==> config.mk <==
export PLATFORM = sky130hd
export DESIGN_NAME = pcsc_parser
export DESIGN_NICKNAME = d
export VERILOG_FILES = /design/src/sv/pcsc_pkg.sv /design/src/sv/pcsc_parser.sv
export SDC_FILE = /design/constraint.sdc
export NUM_CORES = 1
export LEC_CHECK = 0
export ABC_AREA = 1
export BUFFER_PORTS_ARGS = -buffer_cell sky130_fd_sc_hd__buf_2
export CORE_AREA = 2 2 131 133
export CTS_CLUSTER_SIZE = 40
export DETAILED_ROUTE_END_ITERATION = 8
export DIE_AREA = 0 0 133 135
export GPL_TIMING_DRIVEN = 0
export HOLD_SLACK_MARGIN = 0.03
export PLACE_DENSITY = 0.78
export SETUP_SLACK_MARGIN = 0.3
export SKIP_LAST_GASP = 1
export SLEW_MARGIN = 20
export SYNTH_ARGS = -nofsm -noshare
export SYNTH_HDL_FRONTEND = slang
export SYNTH_SLANG_ARGS = --single-unit
export TNS_END_PERCENT = 100
==> constraint.sdc <==
create_clock -name clock -period 5.75 [get_ports clock]
set_input_delay 0.575 -clock clock [delete_from_list [all_inputs] [get_ports clock]]
set_output_delay 0.575 -clock clock [all_outputs]
set_load 0.02 [all_outputs]
==> src/sv/pcsc_pkg.sv <==
// Package for the PNG chunk stream checker: beat types, parse phase codes,
// error codes, the PNG signature table and the byte-wide CRC-32 step.
// No dependencies.
package pcsc_pkg;

   // Input beat: one file byte plus end-of-file flag.
   typedef struct packed {
      logic [7:0] data_byte;
      logic       last_byte;
   } req_payload_type;

   // Result beat: one verdict per file.
   typedef struct packed {
      logic       file_ok;
      logic [2:0] error_code;
   } rsp_payload_type;

   // Verdict handed from the parser to the output stage.
   typedef struct packed {
      logic            valid;
      rsp_payload_type payload;
   } verdict_type;

   // Parse phases.
   localparam logic [2:0] PhaseSig  = 3'd0;
   localparam logic [2:0] PhaseLen  = 3'd1;
   localparam logic [2:0] PhaseType = 3'd2;
   localparam logic [2:0] PhaseData = 3'd3;
   localparam logic [2:0] PhaseCrc  = 3'd4;
   localparam logic [2:0] PhaseDone = 3'd5;

   // Error codes.
   localparam logic [2:0] ErrNone      = 3'd0;
   localparam logic [2:0] ErrShort     = 3'd1;
   localparam logic [2:0] ErrSignature = 3'd2;
   localparam logic [2:0] ErrTruncated = 3'd3;
   localparam logic [2:0] ErrCrc       = 3'd4;
   localparam logic [2:0] ErrBadIend   = 3'd5;
   localparam logic [2:0] ErrNoIend    = 3'd6;

   localparam logic [5:0]  MinFileBytes = 6'd33;
   localparam logic [31:0] IendTag      = 32'h49454E44;
   localparam logic [31:0] CrcPoly      = 32'hEDB88320;
   localparam logic [31:0] CrcPreset    = 32'hFFFFFFFF;

   localparam logic [7:0] PngMagic [8] = '{
      8'h89, 8'h50, 8'h4E, 8'h47, 8'h0D, 8'h0A, 8'h1A, 8'h0A
   };

   // Reflected CRC-32, one byte: eight shift/xor steps.
   function automatic logic [31:0] crc_byte(input logic [31:0] crc, input logic [7:0] b);
      logic [31:0] c;
      c = crc ^ {24'd0, b};
      for (int k = 0; k < 8; k++) begin
         c = c[0] ? ((c >> 1) ^ CrcPoly) : (c >> 1);
      end
      return c;
   endfunction

endpackage

==> src/sv/pcsc_parser.sv <==
// Chunk parser: holds the framing state, steps it once per accepted byte
// and produces the verdict on the last byte. Depends on pcsc_pkg.
module pcsc_parser (
   input  logic                     clock,
   input  logic                     reset,
   input  logic                     beat_accept,
   input  pcsc_pkg::req_payload_type beat,
   output pcsc_pkg::verdict_type    verdict
);
   import pcsc_pkg::*;

   logic [5:0]  total_ff,  total_in;
   logic [2:0]  phase_ff,  phase_in;
   logic [2:0]  pos_ff,    pos_in;
   logic [31:0] len_ff,    len_in;
   logic [31:0] remain_ff, remain_in;
   logic [31:0] crc_ff,    crc_in;
   logic [31:0] tag_ff,    tag_in;
   logic [31:0] scrc_ff,   scrc_in;
   logic [2:0]  err_ff,    err_in;
   logic        end_ff,    end_in;
   logic [7:0]  b;
   logic [31:0] scrc_next;
   logic [2:0]  code;

   assign b         = beat.data_byte;
   assign scrc_next = {scrc_ff[23:0], b};

   always_comb begin
      total_in  = (total_ff < MinFileBytes) ? total_ff + 6'd1 : total_ff;
      phase_in  = phase_ff;
      pos_in    = pos_ff;
      len_in    = len_ff;
      remain_in = remain_ff;
      crc_in    = crc_ff;
      tag_in    = tag_ff;
      scrc_in   = scrc_ff;
      err_in    = err_ff;
      end_in    = end_ff;
      // once an error is latched, only count bytes
      if (err_ff == ErrNone) begin
         case (phase_ff)
            PhaseSig: begin
               if (b != PngMagic[pos_ff]) err_in = ErrSignature;
               pos_in = pos_ff + 3'd1;
               if (pos_ff == 3'd7) begin
                  phase_in = PhaseLen;
                  pos_in   = 3'd0;
                  len_in   = '0;
               end
            end
            PhaseLen: begin
               len_in = {len_ff[23:0], b};
               pos_in = pos_ff + 3'd1;
               if (pos_ff == 3'd3) begin
                  phase_in = PhaseType;
                  pos_in   = 3'd0;
                  crc_in   = CrcPreset;
                  tag_in   = '0;
               end
            end
            PhaseType: begin
               crc_in = crc_byte(crc_ff, b);
               tag_in = {tag_ff[23:0], b};
               pos_in = pos_ff + 3'd1;
               if (pos_ff == 3'd3) begin
                  pos_in  = 3'd0;
                  scrc_in = '0;
                  if (len_ff == '0) begin
                     phase_in = PhaseCrc;
                  end else begin
                     phase_in  = PhaseData;
                     remain_in = len_ff;
                  end
               end
            end
            PhaseData: begin
               crc_in    = crc_byte(crc_ff, b);
               remain_in = remain_ff - 32'd1;
               if (remain_in == '0) begin
                  phase_in = PhaseCrc;
                  pos_in   = 3'd0;
                  scrc_in  = '0;
               end
            end
            PhaseCrc: begin
               scrc_in = scrc_next;
               pos_in  = pos_ff + 3'd1;
               if (pos_ff == 3'd3) begin
                  pos_in = 3'd0;
                  if (~crc_ff != scrc_next) begin
                     err_in = ErrCrc;
                  end else if (tag_ff == IendTag) begin
                     end_in   = 1'b1;
                     phase_in = PhaseDone;
                     if (len_ff != '0) err_in = ErrBadIend;
                  end else begin
                     phase_in = PhaseLen;
                     len_in   = '0;
                  end
               end
            end
            default: begin
               // anything after a complete IEND chunk
               err_in = ErrBadIend;
            end
         endcase
      end

      if (total_in < MinFileBytes)                   code = ErrShort;
      else if (err_in != ErrNone)                    code = err_in;
      else if (end_in)                               code = ErrNone;
      else if (phase_in == PhaseLen && pos_in == '0) code = ErrNoIend;
      else                                           code = ErrTruncated;
   end

   assign verdict.valid              = beat_accept && beat.last_byte;
   assign verdict.payload.file_ok    = (code == ErrNone);
   assign verdict.payload.error_code = code;

   always_ff @(posedge clock) begin
      if (reset || (beat_accept && beat.last_byte)) begin
         total_ff  <= '0;
         phase_ff  <= PhaseSig;
         pos_ff    <= '0;
         len_ff    <= '0;
         remain_ff <= '0;
         crc_ff    <= CrcPreset;
         tag_ff    <= '0;
         scrc_ff   <= '0;
         err_ff    <= ErrNone;
         end_ff    <= 1'b0;
      end else if (beat_accept) begin
         total_ff  <= total_in;
         phase_ff  <= phase_in;
         pos_ff    <= pos_in;
         len_ff    <= len_in;
         remain_ff <= remain_in;
         crc_ff    <= crc_in;
         tag_ff    <= tag_in;
         scrc_ff   <= scrc_in;
         err_ff    <= err_in;
         end_ff    <= end_in;
      end
   end

   // a latched error holds until the file ends
   a_err_sticky: assert property (@(posedge clock) disable iff (reset)
      (err_ff != ErrNone && !(beat_accept && beat.last_byte)) |=> err_ff == $past(err_ff))
      else $error("latched error changed mid-file");

   // field index stays inside the four-byte fields outside the signature
   a_pos_range: assert property (@(posedge clock) disable iff (reset)
      phase_ff != PhaseSig |-> pos_ff < 3'd4)
      else $error("field position out of range");

   // done phase only after a good IEND CRC
   a_done_end: assert property (@(posedge clock) disable iff (reset)
      phase_ff == PhaseDone |-> end_ff)
      else $error("done phase without IEND");

endmodule

---- Word level (Yosys, flattened, before mapping) ----
Memory sizes are Yosys's and may differ from the RTL's.
Cells that the tools add are included.
word-level totals
  register bits after elaboration ......... 168
  output and inout bits ................... 5
  bits in read-only memories .............. 64
  bits in writable memories ............... 0
  memories kept ........................... 1
  latch bits .............................. 0
  bits of input ports ..................... 12
  word-level logic and storage cells ...... 126
memory list
  name             words  bits a word  read ports  clocked after memory_dff  wr ports  line               text
  (no name shown)  8      8            1           0                         0         pcsc_parser.sv:44  if (b != PngMagic[pos_ff]) err_in = ErrSignature;
cells by class
  shift-type cells ........................ 0
  magnitude comparators ................... 3
  eq/ne operators ......................... 18
  bitwise gates (word level) .............. 11
  add/sub/neg operators ................... 3
  divide/modulo/power cells ............... 0
  multiply operators ...................... 0
  reduce and logical (&&, ||, !) cells .... 24
  multiplexer cells ....................... 56
operator list
  kind                                                                  count
  32-bit two-way mux                                                    16
  32-bit case mux with 2 select lines                                   3
  13-bit NOT with 14-bit output                                         8
  32-bit case mux with 3 select lines                                   1
  24-bit case mux with 3 select lines                                   1
  3-bit two-way mux                                                     23
  32-bit zero test                                                      2
  32-bit by 31-bit == test with 1-bit output, second input constant     1
  32-bit != test                                                        1
  32-bit NOT                                                            1
  32-bit nonzero test                                                   1
  32-bit by 1-bit subtractor with 32-bit output, second input constant  1
  32-bit by 8-bit XOR with 32-bit output                                1
  24-bit two-way mux                                                    1
  3-bit case mux with 3 select lines                                    2
  8-bit two-way mux                                                     2
  2-bit != test, second input constant                                  8
  3-bit case mux with 5 select lines                                    1
  3-bit zero test                                                       4
  6-bit < comparator, second input constant                             2
  5-bit AND reduction                                                   2
  3-bit by 2-bit == test with 1-bit output, second input constant       3
  3-bit nonzero test                                                    3
  8-bit != test                                                         1
  15 further kinds                                                      26

---- Depth between registers and ports, before layout ----
Gate-level depths: netlist (run 1).
  depth after elaboration ................. 18
  mapped depth ............................ 22
  gate-level depth less buffers ........... 21

---- Least setup slack after synthesis (run 1) ----
OpenSTA, ideal clock, no wires.
  path kind ............................... input to output
  start ................................... input port beat[3] in the netlist's numbering
  end ..................................... output port verdict[3] in the netlist's numbering
  required time ........................... 5175 ps
  buffers on the path ..................... 1
  setup slack ............................. 2451 ps
  arrival time ............................ 2724 ps
  stages on the path ...................... 22
  path through ............................ inv_1 > nand2_1 > nand2_1 > clkbuf_1 > inv_1 > ha_1 > and3_1 > nand2_1 > nor2_1 > nand2_1 > nor2_1 > nand3_1 > nor2_1 > nor2_1 > nand3_1 > nand2_1 > inv_1 > nand2_1 > nor2_2 > nand3_2 > nand2_1 > nor2_1
RTL lines
  item                line              text
  start: declaration  pcsc_parser.sv:7  input pcsc_pkg::req_payload_type beat,
  end: declaration    pcsc_parser.sv:8  output pcsc_pkg::verdict_type verdict

==> qor.csv, run 1 <==
stage,metric,value,unit
clocking,clk buf depth,2,
global_routing,gr ovfl total,0,
setup_path,"reg-to-reg slack, setup",2.42,ns
clocking,"Reg clk slew, reported paths",0.06,ns
global_routing,first-pass GRT wire length,44.8,mm
routing,DR top layer,met4,
hold_path,Worst Hold Class,reg -> reg,
sta,min Tclk post-route,4.29,ns
power,total power draw,0.00325,W
setup_path,reg-to-reg critical path startpoint,crc_ff[2]$_SDFFE_PP1P_,
routing,Post-DRT Antenna Nets,0,
layout,final-layout fill cell count,1486,
setup_path,end of the worst register-to-register path,len_ff[28]$_SDFFE_PP0P_,
power,Peak VDD IR,232,uV
routing,wl on met1,11.6,mm
floorplan,CORE AREA,0.0164,sq mm
sta,Post-Route Skew,0.0150,ns
clocking,Clock Tree Root,clkbuf_16,
setup_path,Setup CP Type,in -> out,
setup_path,"Slowest-stage cell, CP",clkbuf_1,
synthesis,yosys warns,0,
layout,Area Growth Syn to Fin,10.0,%
setup_path,critical path data arrival time,3.72,ns
setup_path,Reg2Reg Depth,17,
synthesis,top_reg_cell synth,dfxtp_1,
synthesis,Synth async-reset ratio,0,
setup_path,Worst Path Max Fanout,10,
routing,WL met2,12.8,mm
hold_path,hold path cells,2,
setup_path,CP top delay family,simple AND/OR/NAND/NOR gates,
power,Power Density,301,mW/mm^2
floorplan,die outline height,135,microns
synthesis,Post-Syn Instances,1458,
run,total of max-cap violations,0,
placed_design,placed cell count,1694,
setup_path,most frequent CP cell,nand2_1,
routing,initial drt markers,907,
clocking,Sink Count,168,
synthesis,Post-synth EDFFs,0,
layout,Util after Layout,0.658,
routing,DR DRC count,0,
clocking,post-CTS setup repair buffer count,0,
sta,Final period util,0.746,
setup_path,worst endpoint required time,5.18,ns
routing,final wirelength,27.7,mm
synthesis,"area leader, netlist",dfxtp_1,
sta,Final setup viols,0,
placed_design,gpl congestion,0.981,
clocking,post_cts resized,0,
clocking,CTS Hold Bufs,0,
sta,Achievable Freq,233,MHz
routing,via count,9869,
power,Leak,4.39,nW
sta,setup TNS,0,ns
floorplan,Initial Util,0.598,
synthesis,post-synthesis sequential area ratio,0.343,
sta,Slew headroom,0.352,
sta,RSZ-0062 raised after global routing,false,
hold_path,WHS Endpoint,tag_ff[28]$_SDFFE_PP0P_,
setup_path,Startpoint Class,primary input,
clocking,CTS tree,built,
floorplan,Die Area,0.0180,sq mm
synthesis,Mapped Avg Cell Area,6.73,sq um
layout,Finished Layout Cells,1725,
setup_path,Buf/Inv on CP,6,
synthesis,Synth area leaders,"dfxtp_1 (34%), nand2_1 (13%), a21oi_1 (8.4%)",
synthesis,Mapped Area,0.00981,sq mm
placed_design,IO buf count,16,
layout,Antenna Cells,0,
synthesis,Synth Register Bits,168,
setup_path,critical path's largest stage delay,0.37,ns
sta,Slew @ Worst Pin,0.965,ns
global_routing,pin count of the biggest net entering global routing,17,
layout,nets,1519,
clocking,CTS Buf Count,17,
routing,DR WL/cell,16.1,microns
floorplan,Cell Rows,47,
global_routing,antenna violations before repair,0,
sta,Final Hold Vio Count,0,
floorplan,I/O Pins,17,
synthesis,area share of the largest cell type after synthesis,0.343,
synthesis,Yosys cell types,44,
routing,Via density,5.72,
routing,drt pass-1 iters,6,
clocking,H-tree levels,4,
hold_path,Hold Path Origin,tag_ff[28]$_SDFFE_PP0P_,
routing,DR WL met3,2.02,mm
outcome,status,finished clean,
synthesis,syn_nets,1484,
clocking,Clock Latency Late Sink,0.44,ns
sta,Final Max Tran Viols,0,
placed_design,post-detail-place hpwl,20.6,mm
setup_path,Worst setup EP type,output port,
layout,layout cell share with drive strength beyond 1,0.0645,
setup_path,CP Cell Sequence,buf_2 > inv_1 > nand2_1 > nand2_1 > clkbuf_1 > inv_1 > ha_1 > and3_1 > nand2_1 > nor2_1 > nand2_1 > nor2_1 > nand3_1 > nor2_1 > nor2_1 > nand3_1 > nand2_1 > inv_1 > nand2_1 > nor2_2 > nand3_2 > a21oi_2 > buf_2,
floorplan,Die W,133,microns
global_routing,vias in the first global route,9180,
global_routing,GR Util All Layers,0.313,
layout make-up:
type	instances	area, sq um	area share
repair buffers	16	80.1	0.00742
clock inverters	9	163	0.0151
clock buffers	22	464	0.0430
well taps	220	275	0.0255
multi-input cells	1070	5590	0.518
plain buffers	67	278	0.0257
flip-flops and latches	168	3360	0.312
inverters	153	574	0.0532
metal layers:
layer | vias to the layer above | global-route usage
met5 | - | 0
met4 | 0 | 0.149
met3 | 98 | 0.0604
met2 | 392 | 0.524
met1 | 4497 | 0.390
li1 | 4882 | -
power by group:
| part | switching, W | internal, W | leakage (nW) | total, W |
|---|---|---|---|---|
| registers | 0.0000393 | 0.00120 | 1.36 | 0.00124 |
| clock network | 0.000484 | 0.000754 | 0.307 | 0.00124 |
| logic | 0.000516 | 0.000249 | 2.72 | 0.000765 |
tightest hold or removal path: stages, from the launching register on:
cell and delay (ns):
dfxtp_1 0.31, nand2_1 0.06, a21oi_1 0.05
worst max path at each step:
stage / start / end / depth (start not counted) / slack (ns)
6_report: beat[3] / verdict[2] / 23 / 1.46
5_1_grt: beat[3] / verdict[2] / 23 / 1.21
4_1_cts: beat[3] / verdict[2] / 20 / 1.57
3_5_place_dp: beat[3] / verdict[2] / 20 / 1.58
3_3_place_gp: beat[3] / verdict[2] / 23 / 1.60
2_1_floorplan: beat[3] / verdict[3] / 22 / 2.45
sequential cells by signal (all words and copies together) (netlist names), 6 cells and up:
signal / cells
tag_ff: 32
scrc_ff: 24
crc_ff: 32
len_ff: 32
remain_ff: 32
total_ff: 6
cells by family (layout without fill, tap and decap cells):
| logic type | Yosys count | after routing | synth area share |
|---|---|---|---|
| AO/OA/AOI/OAI | 334 | 334 | 0.193 |
| XOR/XNOR | 84 | 84 | 0.0765 |
| adder cells (fa/ha/maj) | 14 | 14 | 0.0179 |
| buffers and inverters | 220 | 267 | 0.0869 |
| flip-flops | 168 | 168 | 0.343 |
| AND/OR/NAND/NOR | 638 | 638 | 0.283 |
cells in the mapped netlist (2+ instances only):
| cell | n |
|---|---|
| o211ai_1 | 17 |
| ha_1 | 14 |
| nand2_4 | 5 |
| xnor2_1 | 22 |
| buf_2 | 3 |
| a21oi_1 | 165 |
| clkbuf_1 | 59 |
| xor2_2 | 2 |
| clkinv_1 | 3 |
| nor4_1 | 5 |
| nand2_1 | 350 |
| nand2_2 | 5 |
| or2_2 | 10 |
| dfxtp_1 | 168 |
| o21ai_0 | 73 |
| nand3b_1 | 5 |
| nand3_1 | 66 |
| inv_2 | 2 |
| a31oi_1 | 11 |
| o21ai_1 | 10 |
| buf_1 | 2 |
| xor2_1 | 60 |
| inv_1 | 148 |
| a211oi_1 | 43 |
| a221oi_1 | 9 |
| nor2_1 | 123 |
| nand3_2 | 3 |
| nor2_2 | 15 |
| nor3_1 | 14 |
| nand4_1 | 30 |
| buf_6 | 3 |
cells in the final DEF (no fill, tap or decap), types with 2 or more instances in the layout:
| cell | Yosys | routed |
|---|---|---|
| clkbuf_8 | 0 | 2 |
| or2_2 | 10 | 10 |
| nor4_1 | 5 | 5 |
| nand4_1 | 30 | 30 |
| inv_2 | 2 | 2 |
| nand2_1 | 350 | 350 |
| xor2_2 | 2 | 2 |
| o211ai_1 | 17 | 17 |
| dfxtp_1 | 168 | 168 |
| inv_6 | 0 | 2 |
| xor2_1 | 60 | 60 |
| o21ai_1 | 10 | 10 |
| bufinv_16 | 0 | 4 |
| clkbuf_1 | 59 | 62 |
| a31oi_1 | 11 | 11 |
| clkbuf_16 | 0 | 17 |
| o21ai_0 | 73 | 73 |
| xnor2_1 | 22 | 22 |
| buf_6 | 3 | 3 |
| nor2_1 | 123 | 123 |
| buf_2 | 3 | 19 |
| nand2_2 | 5 | 5 |
| buf_1 | 2 | 2 |
| nand3_2 | 3 | 3 |
| nand2_4 | 5 | 5 |
| a221oi_1 | 9 | 9 |
| nor3_1 | 14 | 14 |
| ha_1 | 14 | 14 |
| nand3_1 | 66 | 66 |
| a211oi_1 | 43 | 43 |
| inv_1 | 148 | 148 |
| a21oi_1 | 165 | 165 |
| nand3b_1 | 5 | 5 |
| nor2_2 | 15 | 15 |
| clkinv_1 | 3 | 3 |
per-stage QoR:
step / setup slack (ns) / cell area [sq um] / hold WS (ns)
after floorplan: 2.45 / 9810 / 0.441
after global placement: 1.60 / 10200 / 0.450
after detailed placement: 1.58 / 10200 / 0.454
after CTS: 1.57 / 10800 / 0.464
after global routing: 1.21 / 10800 / 0.485
final: 1.46 / 10800 / 0.461
Power figures use the tool's default switching activity.
==> inputs of run 2 (changes only) <==
ABC_AREA = 0   (was 1)
PLACE_DENSITY = 0.77   (was 0.78)
clock period = 3.81 ns   (was 5.75 ns; I/O delays follow)
==> qor.csv, run 2 <==
stage,metric,value,unit
sta,Final period util,1.06,
synthesis,Post-Syn Instances,1185,
setup_path,Crit path depth,12,
hold_path,WHS Endpoint,pos_ff[0]$_SDFFE_PP0P_,
synthesis,area share of the largest cell type after synthesis,0.363,
layout,Util after Layout,0.657,
clocking,Sink Count,168,
routing,Via density,6.22,
hold_path,Hold Path Origin,reset,
setup_path,Worst Path Max Fanout,6,
synthesis,Synth area leaders,"dfxtp_1 (36%), xnor2_1 (8.1%), nand2_1 (7.2%)",
global_routing,antenna violations before repair,0,
global_routing,first-pass GRT wire length,44.3,mm
clocking,clk buf depth,2,
floorplan,Die Area,0.0180,sq mm
global_routing,GR Util All Layers,0.309,
global_routing,pin count of the biggest net entering global routing,20,
routing,DR DRC count,0,
sta,Final setup viols,26,
power,Power Density,369,mW/mm^2
clocking,H-tree levels,4,
setup_path,CP top delay family,simple AND/OR/NAND/NOR gates,
clocking,Clock Latency Late Sink,0.44,ns
setup_path,Setup CP Type,reg -> out,
floorplan,I/O Pins,17,
floorplan,Die W,133,microns
power,Leak,3.76,nW
hold_path,Worst Hold Class,in -> reg,
layout,Finished Layout Cells,1471,
synthesis,Synth Register Bits,168,
setup_path,Worst setup EP type,output port,
sta,Slew headroom,0.370,
routing,via count,9154,
outcome,status,finished with violations,
routing,final wirelength,27.6,mm
setup_path,Reg2Reg Depth,17,
placed_design,DP Worst Slack,-0.307,ns
clocking,Clock Tree Root,clkbuf_16,
floorplan,die outline height,135,microns
synthesis,"top cells by count, synth","nand2_1 (177), dfxtp_1 (168), nor2_1 (117), xnor2_1 (86), a21oi_1 (85)",
placed_design,IO buf count,9,
setup_path,end of the worst register-to-register path,scrc_ff[8]$_SDFFE_PP0P_,
setup_path,Buf/Inv on CP,3,
synthesis,syn_nets,1211,
outcome,failing checks,negative setup slack,
synthesis,Yosys cell types,68,
layout,final-layout fill cell count,1335,
global_routing,vias in the first global route,8436,
routing,DR WL/cell,18.8,microns
run,total of max-cap violations,0,
setup_path,critical path's largest stage delay,0.57,ns
power,total power draw,0.00398,W
synthesis,post-synthesis sequential area ratio,0.363,
clocking,"Reg clk slew, reported paths",0.08,ns
clocking,CTS Hold Bufs,0,
layout,layout cell share with drive strength beyond 1,0.120,
sta,Post-Route Skew,0.0132,ns
sta,Final Hold Vio Count,0,
synthesis,top_reg_cell synth,dfxtp_1,
routing,drt pass-1 iters,5,
floorplan,Cell Rows,47,
layout,"most common cell after layout, fill and taps aside",nand2_1,
setup_path,CP Cell Sequence,buf_6 > or4_4 > buf_12 > nor4_4 > xnor2_1 > nand2_1 > or4_4 > or4_4 > a21bo_2 > nand4_1 > a31o_2 > buf_6,
layout,Antenna Cells,0,
sta,Final Max Tran Viols,0,
routing,Post-DRT Antenna Nets,0,
hold_path,hold path cells,2,
sta,min Tclk post-route,4.05,ns
setup_path,"Slowest-stage cell, CP",or4_4,
setup_path,critical path data arrival time,3.67,ns
placed_design,post-detail-place hpwl,19.2,mm
setup_path,Startpoint Class,flip-flop,
synthesis,Synth async-reset ratio,0,
setup_path,reg-to-reg critical path startpoint,remain_ff[6]$_SDFFE_PP0P_,
sta,RSZ-0062 raised after global routing,true,
synthesis,most common cell in the synthesized netlist,nand2_1,
synthesis,Post-synth EDFFs,0,
setup_path,worst endpoint required time,3.43,ns
synthesis,Mapped Area,0.00928,sq mm
sta,final worst setup slack,-0.241,ns
layout,Area Growth Syn to Fin,16.2,%
routing,initial drt markers,901,
placed_design,gpl congestion,0.990,
synthesis,"area leader, netlist",dfxtp_1,
clocking,CTS tree,built,
setup_path,"reg-to-reg slack, setup",-0.11,ns
power,Peak VDD IR,321,uV
setup_path,most frequent CP cell,or4_4,
layout,footprint of the multi-input gates,0.00565,sq mm
sta,Slew @ Worst Pin,0.938,ns
layout,"leading cell types in the layout, fill and taps excluded","nand2_1 (177), dfxtp_1 (158), nor2_1 (117), a21oi_1 (85), xnor2_1 (80)",
layout,Sequential cell area,0.00338,sq mm
sta,Achievable Freq,247,MHz
clocking,CTS Buf Count,17,
floorplan,Initial Util,0.565,
placed_design,placed cell count,1414,
floorplan,CORE AREA,0.0164,sq mm
global_routing,gr ovfl total,0,
synthesis,Mapped Avg Cell Area,7.83,sq um
synthesis,yosys warns,0,
layout,nets,1264,
-- run 2: changes by cell type after synthesis, sizes merged, moves of 25 or more --
cell	delta
a211oi	-35
a21oi	-81
a22oi	+45
inv	-123
mux2i	+25
nand2	-183
o21ai	-28
o22ai	+37
xnor2	+65
xor2	-34
-- run 2: layout make-up --
type	instances	area share
multi-input combinational	903	0.524
sequential	168	0.314
clock buffer	17	0.0395
buffer	86	0.0388
timing repair buffer	34	0.0299
tap	220	0.0255
clock inverter	15	0.0181
inverter	28	0.00998
-- run 2: worst max-delay path by stage --
stage	startpoint	to	slack, ns
after floorplan	remain_ff[5]$_SDFFE_PP0P_	verdict[0]	0.36
after CTS	remain_ff[1]$_SDFFE_PP0P_	verdict[0]	-0.30
after global routing	remain_ff[6]$_SDFFE_PP0P_	verdict[0]	-0.34
after global placement	remain_ff[0]$_SDFFE_PP0P_	verdict[0]	-0.24
final	remain_ff[6]$_SDFFE_PP0P_	verdict[0]	-0.24
after detailed placement	remain_ff[0]$_SDFFE_PP0P_	verdict[0]	-0.31
-- run 2: power breakdown --
group	total (W)	internal, W	switching (W)
clock network	0.00180	0.000954	0.000846
registers	0.00177	0.00176	0.0000101
logic	0.000412	0.000155	0.000257
-- run 2: logic make-up (layout without fill, tap and decap cells) --
family	after synthesis	after routing	synth area share
adders and majority gates	14	14	0.0189
and+or+nand+nor	470	470	0.243
xor gates and xnor gates	115	115	0.109
muxes	27	27	0.0294
buffers and inverters	114	180	0.0532
AOI/OAI and AO/OA	277	277	0.184
DFF	168	168	0.363
-- run 2: metal layers --
metal	up-vias	track usage	part of all wire
li1	4292	-	-
met2	475	0.494	0.46
met1	4302	0.424	0.43
met4	0	0.117	0.033
met3	85	0.0492	0.079
met5	-	0	0
-- run 2: timing repair --
action / CTS / global route
resized for setup: 42 / 35
buffers inserted: 11 / 12
pin swaps: 11 / 13
setup endpoints to repair: 33 / 49
gates cloned: 0 / 2
-- run 2: stage by stage --
step | area (sq um) | hold WS, ns | setup TNS, ns
after floorplan | 9300 | 0.441 | 0
after global placement | 9620 | 0.451 | -1.71
after detailed placement | 9620 | 0.461 | -3.25
after CTS | 10500 | 0.173 | -0.563
after global routing | 10800 | 0.181 | -5.37
final | 10800 | 0.177 | -2.48
==> inputs of run 3 (changes only) <==
CORE_AREA = 2 2 129 131   (was 2 2 131 133)
CTS_BUF_LIST = sky130_fd_sc_hd__clkbuf_4 sky130_fd_sc_hd__clkbuf_8   (was not set)
CTS_CLUSTER_DIAMETER = 80   (was not set)
DIE_AREA = 0 0 131 133   (was 0 0 133 135)
PLACE_DENSITY = 0.79   (was 0.77)
SKIP_LAST_GASP = not set   (was 1)
==> qor.csv, run 3 (synthesized netlist as in run 2, its figures left out) <==
stage,metric,value,unit
outcome,status,finished with violations,
outcome,failing checks,negative setup slack,
global_routing,GR peak layer,met2,
floorplan,Die Area,0.0174,sq mm
setup_path,Startpoint Class,flip-flop,
global_routing,pin count of the biggest net entering global routing,17,
sta,Final Hold Vio Count,0,
clocking,clk buf depth,2,
routing,drt pass-1 iters,5,
sta,RSZ-0062 raised after global routing,true,
global_routing,met1 usage,0.444,
sta,Slew headroom,0.264,
power,Peak VDD IR,338,uV
sta,Final period util,1.12,
floorplan,Cell Rows,47,
floorplan,CORE AREA,0.0162,sq mm
setup_path,reg-to-reg critical path startpoint,remain_ff[5]$_SDFFE_PP0P_,
clocking,Clock Tree Root,clkbuf_8,
global_routing,met3 usage,0.0663,
layout,Antenna Cells,0,
sta,Final setup viols,12,
routing,initial drt markers,1147,
placed_design,DP Area,0.00962,sq mm
layout,layout cell share with drive strength beyond 1,0.168,
layout,nets,1281,
global_routing,gr ovfl total,0,
setup_path,end of the worst register-to-register path,scrc_ff[4]$_SDFFE_PP0P_,
clocking,CTS Buf Count,17,
routing,final wirelength,28.6,mm
floorplan,Die W,131,microns
clocking,Sink Count,168,
setup_path,critical path data arrival time,3.88,ns
setup_path,Worst setup EP type,output port,
floorplan,I/O Pins,17,
layout,"leading cell types in the layout, fill and taps excluded","nand2_1 (174), dfxtp_1 (142), nor2_1 (115), a21oi_1 (81), xnor2_1 (77)",
global_routing,GR Util All Layers,0.322,
hold_path,WHS Endpoint,pos_ff[0]$_SDFFE_PP0P_,
setup_path,worst endpoint required time,3.43,ns
global_routing,vias in the first global route,8535,
hold_path,Worst Hold Class,in -> reg,
clocking,"Reg clk slew, reported paths",0.09,ns
sta,Final Max Tran Viols,0,
sta,Slew @ Worst Pin,1.10,ns
clocking,CTS tree,built,
hold_path,hold path cells,2,
setup_path,Worst Path Max Fanout,5,
layout,"most common cell after layout, fill and taps aside",nand2_1,
routing,via count,9340,
layout,Util after Layout,0.676,
hold_path,Hold Path Origin,reset,
run,total of max-cap violations,0,
global_routing,antenna violations before repair,0,
sta,final worst setup slack,-0.451,ns
global_routing,GR Util met2,0.498,
sta,min Tclk post-route,4.26,ns
setup_path,Reg2Reg Depth,14,
placed_design,IO buf count,9,
floorplan,Initial Util,0.574,
layout,final instance area,0.0109,sq mm
clocking,H-tree levels,4,
routing,DR DRC count,0,
sta,Post-Route Skew,0.0158,ns
power,Leak,3.79,nW
clocking,Clock Latency Late Sink,0.47,ns
setup_path,"reg-to-reg slack, setup",-0.06,ns
placed_design,gpl congestion,0.992,
power,Power Density,320,mW/mm^2
routing,DR WL/cell,19.2,microns
layout,Area Growth Syn to Fin,17.8,%
placed_design,post-detail-place hpwl,19.3,mm
floorplan,die outline height,133,microns
sta,Achievable Freq,235,MHz
routing,Via density,6.28,
routing,Post-DRT Antenna Nets,0,
global_routing,first-pass GRT wire length,44.3,mm
setup_path,Setup CP Type,reg -> out,
==> run 3: per-layer routing <==
metal | part of all wire | vias to the layer above | wire [microns]
li1 | - | 4312 | -
met1 | 0.41 | 4380 | 11700
met4 | 0.034 | 0 | 967
met2 | 0.46 | 557 | 13000
met3 | 0.10 | 91 | 2870
met5 | 0 | - | 0
==> run 3: area by class of cell <==
| class | count | area (sq um) |
|---|---|---|
| well taps | 220 | 275 |
| inverters | 28 | 108 |
| repair buffers | 51 | 472 |
| clock inverters | 12 | 116 |
| plain buffers | 86 | 419 |
| multi-input cells | 903 | 5860 |
| clock buffers | 20 | 269 |
| fillers | 1274 | 5250 |
| flip-flops and latches | 168 | 3410 |
==> run 3: worst max-delay path by stage <==
stage / start / endpoint / cells after the start
3_5_place_dp: remain_ff[0]$_SDFFE_PP0P_ / verdict[0] / 12
4_1_cts: remain_ff[1]$_SDFFE_PP0P_ / verdict[0] / 13
6_report: remain_ff[5]$_SDFFE_PP0P_ / verdict[0] / 12
2_1_floorplan: remain_ff[5]$_SDFFE_PP0P_ / verdict[0] / 10
5_1_grt: remain_ff[5]$_SDFFE_PP0P_ / verdict[0] / 12
3_3_place_gp: remain_ff[0]$_SDFFE_PP0P_ / verdict[0] / 12
==> run 3: what timing repair did <==
action | 4_1_cts | 5_1_grt
cloned | 2 | 0
endpoints found under the setup margin | 34 | 44
hold buffers | 0 | 0
pin swaps | 23 | 28
buffers inserted | 22 | 18
resized for setup | 78 | 57
==> run 3: power breakdown <==
part / switching, W / internal (W)
Sequential: 0.0000108 / 0.00176
Combinational: 0.000276 / 0.000172
Clock: 0.000716 / 0.000568
Total: 0.00100 / 0.00250
==> run 3: critical path, cell delays in order, from the launching register on <==
cell and delay (ns):
dfxtp_2 0.33, buf_6 0.12, or4_4 0.57, buf_6 0.14
nor4_4 0.28, xnor2_1 0.19, nand2_1 0.14, or4_1 0.49
or4_4 0.48, o21ai_2 0.09, nand4_1 0.17, a31o_2 0.29
buf_6 0.13
==> run 3: per-stage QoR <==
step / TNS, ns / std cells / hold WS, ns / setup WS (ns) / total power, W
CTS: -0.618 / 1470 / 0.159 / -0.323 / 0.00346
finish: -1.10 / 1488 / 0.166 / -0.451 / 0.00350
floorplan: 0 / 1185 / 0.441 / 0.361 / 0.00210
detailed placement: -6.03 / 1414 / 0.464 / -0.422 / 0.00219
global route: -3.52 / 1488 / 0.172 / -0.540 / 0.00360
global placement: -4.08 / 1414 / 0.455 / -0.367 / 0.00219
